**src/hw/rtl/sm83_alu_pkg.sv**
```systemverilog
// ----------------------------------------------------------------------------
// SM83 ALU package
// Operation codes, request and response records and flag constants that are
// shared by the arithmetic and flag unit.
// ----------------------------------------------------------------------------
package sm83_alu_pkg;

    typedef enum logic [5:0] {
        OP_ADD    = 6'd0,
        OP_ADC    = 6'd1,
        OP_SUB    = 6'd2,
        OP_SBC    = 6'd3,
        OP_AND    = 6'd4,
        OP_XOR    = 6'd5,
        OP_OR     = 6'd6,
        OP_CP     = 6'd7,
        OP_INC8   = 6'd8,
        OP_DEC8   = 6'd9,
        OP_RLCA   = 6'd10,
        OP_RRCA   = 6'd11,
        OP_RLA    = 6'd12,
        OP_RRA    = 6'd13,
        OP_DAA    = 6'd14,
        OP_CPL    = 6'd15,
        OP_SCF    = 6'd16,
        OP_CCF    = 6'd17,
        OP_RLC    = 6'd18,
        OP_RRC    = 6'd19,
        OP_RL     = 6'd20,
        OP_RR     = 6'd21,
        OP_SLA    = 6'd22,
        OP_SRA    = 6'd23,
        OP_SWAP   = 6'd24,
        OP_SRL    = 6'd25,
        OP_BIT    = 6'd26,
        OP_RES    = 6'd27,
        OP_SET    = 6'd28,
        OP_ADD16  = 6'd29,
        OP_ADDSP  = 6'd30,
        OP_INC16  = 6'd31,
        OP_DEC16  = 6'd32
    } alu_op_t;

    localparam int FLAG_Z = 3;
    localparam int FLAG_N = 2;
    localparam int FLAG_H = 1;
    localparam int FLAG_C = 0;

    localparam logic [7:0] DAA_LIMIT  = 8'h99;
    localparam logic [7:0] DAA_ADJ_HI = 8'h60;
    localparam logic [7:0] DAA_ADJ_LO = 8'h06;
    localparam logic [3:0] BCD_MAX    = 4'd9;

    typedef struct packed {
        alu_op_t     op;
        logic [15:0] operand_a;
        logic [15:0] operand_b;
        logic [2:0]  bit_index;
        logic [3:0]  flags_in;
    } alu_req_t;

    typedef struct packed {
        logic [15:0] result;
        logic [3:0]  flags_out;
        logic        writes_result;
    } alu_rsp_t;

endpackage

```
**src/hw/rtl/sm83_alu_flag_unit_core.sv**
```systemverilog
// ----------------------------------------------------------------------------
// SM83 ALU flag unit core
// Streaming wrapper around the SM83 arithmetic and flag datapath.
// ----------------------------------------------------------------------------
// The unit takes one request per clock cycle while the result side is not
// stalled, and returns one response for each request, in order. A request
// passes through an input register, the combinational datapath and a result
// register, from which its response is presented. Back-pressure on the result
// side stalls the result register, and the input register too once it holds
// a request; an empty result register always lets a new request in.
module sm83_alu_flag_unit_core
    import sm83_alu_pkg::*;
(
    input  logic        aclk,
    input  logic        aresetn,

    input  logic        s_tvalid,
    output logic        s_tready,
    // [15:0] operand_a, [31:16] operand_b, [34:32] bit_index,
    // [38:35] flags_in, [39] zero.
    input  logic [39:0] s_tdata,
    // [5:0] op.
    input  logic [5:0]  s_tuser,

    output logic        m_tvalid,
    input  logic        m_tready,
    // [15:0] result, [19:16] flags_out, [23:20] zero.
    output logic [23:0] m_tdata,
    // [0] writes_result.
    output logic        m_tuser
);

    alu_req_t req_reg;
    alu_req_t req_next;
    logic     req_valid_reg;
    alu_rsp_t rsp_reg;
    alu_rsp_t rsp_next;
    logic     rsp_valid_reg;
    logic     rsp_advance;
    logic     s_accept;

    assign rsp_advance = m_tready || !rsp_valid_reg;
    assign s_tready    = !req_valid_reg || rsp_advance;
    assign s_accept    = s_tvalid && s_tready;

    always_comb begin
        req_next.op        = alu_op_t'(s_tuser);
        req_next.operand_a = s_tdata[15:0];
        req_next.operand_b = s_tdata[31:16];
        req_next.bit_index = s_tdata[34:32];
        req_next.flags_in  = s_tdata[38:35];
    end

    sm83_alu_datapath u_datapath (
        .req (req_reg),
        .rsp (rsp_next)
    );

    always_ff @(posedge aclk) begin
        if (!aresetn) begin
            req_valid_reg <= 1'b0;
            rsp_valid_reg <= 1'b0;
        end else begin
            if (s_tready) begin
                req_valid_reg <= s_tvalid;
            end
            if (rsp_advance) begin
                rsp_valid_reg <= req_valid_reg;
            end
        end
    end

    always_ff @(posedge aclk) begin
        if (s_accept) begin
            req_reg <= req_next;
        end
        if (rsp_advance && req_valid_reg) begin
            rsp_reg <= rsp_next;
        end
    end

    assign m_tvalid = rsp_valid_reg;
    assign m_tdata  = {4'h0, rsp_reg.flags_out, rsp_reg.result};
    assign m_tuser  = rsp_reg.writes_result;

    a_empty_takes_request : assert property (
        @(posedge aclk) disable iff (!aresetn)
        !rsp_valid_reg |-> s_tready
    ) else $error("Request refused while the result register is empty.");

    a_stalled_request_kept : assert property (
        @(posedge aclk) disable iff (!aresetn)
        req_valid_reg && !rsp_advance |=> req_valid_reg
    ) else $error("Pending request dropped during a stall.");

    a_no_write_high_byte : assert property (
        @(posedge aclk) disable iff (!aresetn)
        m_tvalid && !m_tuser |-> (m_tdata[15:8] == 8'h00)
    ) else $error("Response without write-back carries a non-zero high byte.");

endmodule

```
**src/hw/rtl/sm83_alu_datapath.sv**
```systemverilog
// ----------------------------------------------------------------------------
// SM83 ALU datapath
// Combinational arithmetic, logic, shift and flag evaluation for one request.
// ----------------------------------------------------------------------------
module sm83_alu_datapath
    import sm83_alu_pkg::*;
(
    input  alu_req_t req,
    output alu_rsp_t rsp
);

    logic [7:0]  a;
    logic [7:0]  b;
    logic        cin;
    logic        add_cy;
    logic        sub_cy;
    logic [8:0]  sum9;
    logic [4:0]  hsum5;
    logic [8:0]  diff9;
    logic [4:0]  hdiff5;
    logic [7:0]  inc8;
    logic [7:0]  dec8;
    logic [7:0]  bit_mask;
    logic        daa_c;
    logic [7:0]  daa_adj;
    logic [7:0]  daa_val;
    logic [16:0] sum17;
    logic [12:0] hsum13;
    logic [15:0] sp_sum;
    logic [15:0] inc16;
    logic [15:0] dec16;
    logic [7:0]  res8;
    logic [15:0] res_wide;
    logic        is_wide;
    logic        z8;
    logic [3:0]  fl;

    assign a      = req.operand_a[7:0];
    assign b      = req.operand_b[7:0];
    assign fl     = req.flags_in;
    assign cin    = fl[FLAG_C];
    assign add_cy = (req.op == OP_ADC) & cin;
    assign sub_cy = (req.op == OP_SBC) & cin;

    assign sum9   = {1'b0, a} + {1'b0, b} + {8'd0, add_cy};
    assign hsum5  = {1'b0, a[3:0]} + {1'b0, b[3:0]} + {4'd0, add_cy};
    assign diff9  = {1'b0, a} - {1'b0, b} - {8'd0, sub_cy};
    assign hdiff5 = {1'b0, a[3:0]} - {1'b0, b[3:0]} - {4'd0, sub_cy};
    assign inc8   = a + 8'd1;
    assign dec8   = a - 8'd1;
    assign bit_mask = 8'd1 << req.bit_index;

    always_comb begin
        daa_c   = cin;
        daa_adj = 8'h00;
        if (!fl[FLAG_N]) begin
            if (cin || (a > DAA_LIMIT)) begin
                daa_adj = daa_adj | DAA_ADJ_HI;
                daa_c   = 1'b1;
            end
            if (fl[FLAG_H] || (a[3:0] > BCD_MAX)) begin
                daa_adj = daa_adj | DAA_ADJ_LO;
            end
            daa_val = a + daa_adj;
        end else begin
            if (cin) begin
                daa_adj = daa_adj | DAA_ADJ_HI;
            end
            if (fl[FLAG_H]) begin
                daa_adj = daa_adj | DAA_ADJ_LO;
            end
            daa_val = a - daa_adj;
        end
    end

    assign sum17  = {1'b0, req.operand_a} + {1'b0, req.operand_b};
    assign hsum13 = {1'b0, req.operand_a[11:0]} + {1'b0, req.operand_b[11:0]};
    assign sp_sum = req.operand_a + {{8{b[7]}}, b};
    assign inc16  = req.operand_a + 16'd1;
    assign dec16  = req.operand_a - 16'd1;

    always_comb begin
        res8     = 8'h00;
        res_wide = 16'h0000;
        is_wide  = 1'b0;
        case (req.op)
            OP_ADD, OP_ADC:                 res8 = sum9[7:0];
            OP_SUB, OP_SBC, OP_CP:          res8 = diff9[7:0];
            OP_AND:                         res8 = a & b;
            OP_XOR:                         res8 = a ^ b;
            OP_OR:                          res8 = a | b;
            OP_INC8:                        res8 = inc8;
            OP_DEC8:                        res8 = dec8;
            OP_RLCA, OP_RLC:                res8 = {a[6:0], a[7]};
            OP_RRCA, OP_RRC:                res8 = {a[0], a[7:1]};
            OP_RLA, OP_RL:                  res8 = {a[6:0], cin};
            OP_RRA, OP_RR:                  res8 = {cin, a[7:1]};
            OP_DAA:                         res8 = daa_val;
            OP_CPL:                         res8 = ~a;
            OP_SLA:                         res8 = {a[6:0], 1'b0};
            OP_SRA:                         res8 = {a[7], a[7:1]};
            OP_SWAP:                        res8 = {a[3:0], a[7:4]};
            OP_SRL:                         res8 = {1'b0, a[7:1]};
            OP_RES:                         res8 = a & ~bit_mask;
            OP_SET:                         res8 = a | bit_mask;
            OP_ADD16: begin
                res_wide = sum17[15:0];
                is_wide  = 1'b1;
            end
            OP_ADDSP: begin
                res_wide = sp_sum;
                is_wide  = 1'b1;
            end
            OP_INC16: begin
                res_wide = inc16;
                is_wide  = 1'b1;
            end
            OP_DEC16: begin
                res_wide = dec16;
                is_wide  = 1'b1;
            end
            default:                        res8 = 8'h00;
        endcase
    end

    assign z8 = (res8 == 8'h00);

    always_comb begin
        rsp.result        = is_wide ? res_wide : {8'h00, res8};
        rsp.flags_out     = fl;
        rsp.writes_result = 1'b1;
        case (req.op)
            OP_ADD, OP_ADC:
                rsp.flags_out = {z8, 1'b0, hsum5[4], sum9[8]};
            OP_SUB, OP_SBC:
                rsp.flags_out = {z8, 1'b1, hdiff5[4], diff9[8]};
            OP_CP: begin
                rsp.flags_out     = {z8, 1'b1, hdiff5[4], diff9[8]};
                rsp.writes_result = 1'b0;
            end
            OP_AND:
                rsp.flags_out = {z8, 1'b0, 1'b1, 1'b0};
            OP_XOR, OP_OR, OP_SWAP:
                rsp.flags_out = {z8, 3'b000};
            OP_INC8:
                rsp.flags_out = {z8, 1'b0, (inc8[3:0] == 4'h0), cin};
            OP_DEC8:
                rsp.flags_out = {z8, 1'b1, (dec8[3:0] == 4'hF), cin};
            OP_RLCA, OP_RLA:
                rsp.flags_out = {3'b000, a[7]};
            OP_RRCA, OP_RRA:
                rsp.flags_out = {3'b000, a[0]};
            OP_DAA:
                rsp.flags_out = {z8, fl[FLAG_N], 1'b0, daa_c};
            OP_CPL:
                rsp.flags_out = {fl[FLAG_Z], 1'b1, 1'b1, cin};
            OP_SCF: begin
                rsp.flags_out     = {fl[FLAG_Z], 3'b001};
                rsp.writes_result = 1'b0;
            end
            OP_CCF: begin
                rsp.flags_out     = {fl[FLAG_Z], 2'b00, ~cin};
                rsp.writes_result = 1'b0;
            end
            OP_RLC, OP_RL, OP_SLA:
                rsp.flags_out = {z8, 2'b00, a[7]};
            OP_RRC, OP_RR, OP_SRA, OP_SRL:
                rsp.flags_out = {z8, 2'b00, a[0]};
            OP_BIT: begin
                rsp.flags_out     = {~a[req.bit_index], 1'b0, 1'b1, cin};
                rsp.writes_result = 1'b0;
            end
            OP_RES, OP_SET, OP_INC16, OP_DEC16:
                rsp.flags_out = fl;
            OP_ADD16:
                rsp.flags_out = {fl[FLAG_Z], 1'b0, hsum13[12], sum17[16]};
            OP_ADDSP:
                rsp.flags_out = {2'b00, hsum5[4], sum9[8]};
            default: begin
                rsp.flags_out     = fl;
                rsp.writes_result = 1'b0;
            end
        endcase
    end

endmodule

```
**config.mk**
```make
export PLATFORM = sky130hd
export DESIGN_NAME = sm83_alu_flag_unit_core
export DESIGN_NICKNAME = d
export VERILOG_FILES = /design/src/hw/rtl/sm83_alu_pkg.sv /design/src/hw/rtl/sm83_alu_flag_unit_core.sv /design/src/hw/rtl/sm83_alu_datapath.sv
export SDC_FILE = /design/constraint.sdc
export NUM_CORES = 1
export LEC_CHECK = 0
export ABC_CLOCK_PERIOD_IN_PS = 4100
export BUFFER_PORTS_ARGS = -buffer_cell sky130_fd_sc_hd__buf_2
export CAP_MARGIN = 20
export CORE_UTILIZATION = 55
export DETAILED_ROUTE_END_ITERATION = 10
export PLACE_DENSITY = 0.79
export RECOVER_POWER = 25
export SYNTH_ARGS = -nofsm -noshare
export SYNTH_HDL_FRONTEND = slang
export SYNTH_SLANG_ARGS = --single-unit
```
**constraint.sdc**
```tcl
create_clock -name aclk -period 4.1 [get_ports aclk]
set_clock_uncertainty 0.05 [all_clocks]
set_input_delay 0.82 -clock aclk [delete_from_list [all_inputs] [get_ports aclk]]
set_output_delay 0.82 -clock aclk [all_outputs]
set_load 0.03 [all_outputs]
```
==> results.ini <==
[outcome]
outcome = completed

[synth]
yosysTopAreaCellShare_pct = 28.9
synth_area_um2 = 6850
synth_common_cells = 66 x edfxtp_1, 61 x ha_1, 56 x a21oi_1, 51 x nor2_1, 50 x nand2_1
netlist_instances = 772
synth_edf_count = 66
synth_area_leaders = edfxtp_1 29%, ha_1 11%, xnor2_1 4.9%
synth_top_area_cell = edfxtp_1
synth_most_common_cell = edfxtp_1
synth-seq-area-share_pct = 29.5
async_reset_ff_share_pct = 0
yosysWarnings = 0
syn_avg_cell_area_um2 = 8.87
synth_ff_type = edfxtp_1
synth_seq_cells = 68
synth.distinct_cells = 84

[detailed_routing]
wl_per_cell_um = 23.6
drt_iter0_drc = 910
drt-vias-per-instance = 6.63
met1_length_mm = 10.3
drtAntennaViolNets = 0
drc = 0
top_layer_used = met4
wirelength_mm = 25.1
firstDrtPassIters = 6
wl_met3_mm = 2.77
dr_total_vias = 7032
dr_wl_met2_mm = 11.0

[power_and_ir_drop]
power_density_nw_per_um2 = 318
vdd_ir_drop_max_mv = 0.256
p_leak_nw = 3.38

[grt]
antenna_found_initial = 0
grt_use_total_pct = 39.7
grt_pass1_wl_mm = 38.0
grt_max_degree = 46
grt_pass1_vias = 6840
grt_remaining_overflow = 0

[critical_path]
reg2reg_to = m_tdata[7]$_DFFE_PP_
crit_fanout = 4
slowest_stage = edfxtp_1
cp-startpoint = req_reg[24]$_DFFE_PP_
rr_worst_depth = 15
worstReg2RegStart = req_reg[24]$_DFFE_PP_
critPathCaptureType = register
max_stage_delay_ns = 0.42
critPathKind = register to register
reg2reg_slack_ns = 0.12
required_ns = 4.15
path_cells = inv_1, ha_1, o21bai_1, buf_4, a311o_1, a21oi_1, ha_1, inv_1, mux2i_1, ha_1, a21o_1, a21oi_1, xnor2_1, o221ai_1, a221o_1
cp_common_cell = ha_1
worstPathArrival_ns = 4.03
worstSetupStartpointType = register

[finish]
syn2layout_area_growth_pct = 18.8
drive_gt1_share_pct = 21.9
largest_register_ff_count = 45
num_antenna_cells = 0
nFillCells = 993
final_cells = 1061
fin_nets = 1005

[die]
initial_utilization_pct = 56.8
ios = 77
die_h_um = 114
coreArea_um2 = 12100
fp.dieW_um = 114
row_count = 40
die_area_um2 = 12900

[placed_design]
placed_cells = 1044
portBuffers = 71
dp_hpwl_mm = 19.0
finalWeightedCongestion = 1.05

[clock_tree]
cts.clk_slew.worst_paths_ns = 0.06
clockBufferDepth = 2
clock_sinks = 68
clk_latency_ns = 0.35
cts-root-buf = clkbuf_16
htree_levels = 3
cts_buffers = 9
cts_tree = built

[hold_path]
min_path_cells = 1
hold_path.class = register to register
hp-start = req_valid_reg$_SDFFE_PN0N_
worstHoldEndpoint = m_tvalid$_SDFFE_PN0P_

[sta]
setup_viol_count_final = 0
slew_viol_final = 0
slew_headroom_pct = 27.2
tns_ns = 0
period_minus_slack_ns = 3.98
tightest_slew_ns = 1.09
max_freq_mhz = 251
rsz0062_at_grt = no
finalHoldViolCount = 0
fin_crit_sh_pct = 97.1

[job]
maxCapViolations = 0

==> cells by family (layout without fill, tap and decap cells) <==
logic type | count (synthesis) | in the layout | share of synthesized area [%]
AO/OA/AOI/OAI | 236 | 236 | 24.0
AND/OR/NAND/NOR | 253 | 253 | 19.5
flip-flops | 68 | 68 | 29.5
buffers and inverters | 83 | 201 | 5.39
multiplexers | 8 | 8 | 1.53
XOR/XNOR | 56 | 56 | 7.16
other | 1 | 4 | 0.0547
adder cells (fa/ha/maj) | 67 | 67 | 12.9
==> placed cells by master, fill, tap and decap left out, types with 18 or more instances in the layout <==
master and count:
nor3_1 26, o21ai_0 36, buf_4 79, nor2_1 50, buf_2 71, inv_1 34
nand2_1 50, nand3_1 22, a21oi_1 56, o22ai_1 18, edfxtp_1 66, ha_1 61
xor2_1 18, xnor2_1 38
==> cell type report <==
class | instances | area (µm²) | area share, %
Inverter | 34 | 128 | 1.57
Tap cell | 168 | 210 | 2.58
Sequential cell | 68 | 2020 | 24.8
Clock inverter | 7 | 98.8 | 1.21
Multi-Input combinational cell | 624 | 4490 | 55.2
Clock buffer | 9 | 225 | 2.77
Timing Repair Buffer | 151 | 963 | 11.8
==> report_power, final <==
| part | switching (mW) | total, mW | internal [mW] |
|---|---|---|---|
| clock | 0.338 | 0.874 | 0.536 |
| combinational | 0.513 | 0.869 | 0.356 |
| sequential | 0.0294 | 0.844 | 0.814 |
==> repair_timing <==
item,4_1_cts,5_1_grt
pin swaps,0,2
hold buffers,0,0
setup buffers,0,1
setup endpoints to repair,1,4
resized for setup,1,3
gates cloned,0,0
==> worst max path at each step <==
stage | end | slack, ns | cells past startpoint
2_1_floorplan | m_tdata[7]$_DFFE_PP_ | 0.08 | 17
5_1_grt | m_tdata[15]$_SDFFCE_PP0P_ | 0.007 | 15
3_5_place_dp | m_tdata[15]$_SDFFCE_PP0P_ | 0.008 | 13
4_1_cts | m_tdata[6]$_DFFE_PP_ | 0.09 | 12
3_3_place_gp | m_tdata[15]$_SDFFCE_PP0P_ | 0.10 | 13
6_report | m_tdata[7]$_DFFE_PP_ | 0.12 | 15
==> critical path, delay by kind of cell, from the launching register on <==
family	cells	cell delay (ns)
flip-flops	1	0.42
XOR/XNOR	1	0.16
AO/OA/AOI/OAI	7	1.63
buffers and inverters	3	0.55
adder cells (fa/ha/maj)	3	0.86
multiplexers	1	0.07
==> stage by stage <==
stage	utilization, %	power [mW]	worst slack (ns)	instance area [µm²]	hold slack [ns]
2_1_floorplan	-	1.41	0.0756	6860	0.427
3_3_place_gp	64.5	1.66	0.102	7770	0.430
3_5_place_dp	64.6	1.69	0.00840	7790	0.451
4_1_cts	67.3	2.56	0.0948	8120	0.466
5_1_grt	67.5	2.67	0.00721	8140	0.481
6_report	67.5	2.59	0.118	8140	0.465
==> routing by layer <==
metal | GRT usage [%] | vias up
li1 | - | 3153
met1 | 53.2 | 3317
met2 | 60.5 | 476
met3 | 9.94 | 86
met4 | 17.6 | 0
met5 | 0 | -
No activity file was read; power rests on OpenSTA's default activity.
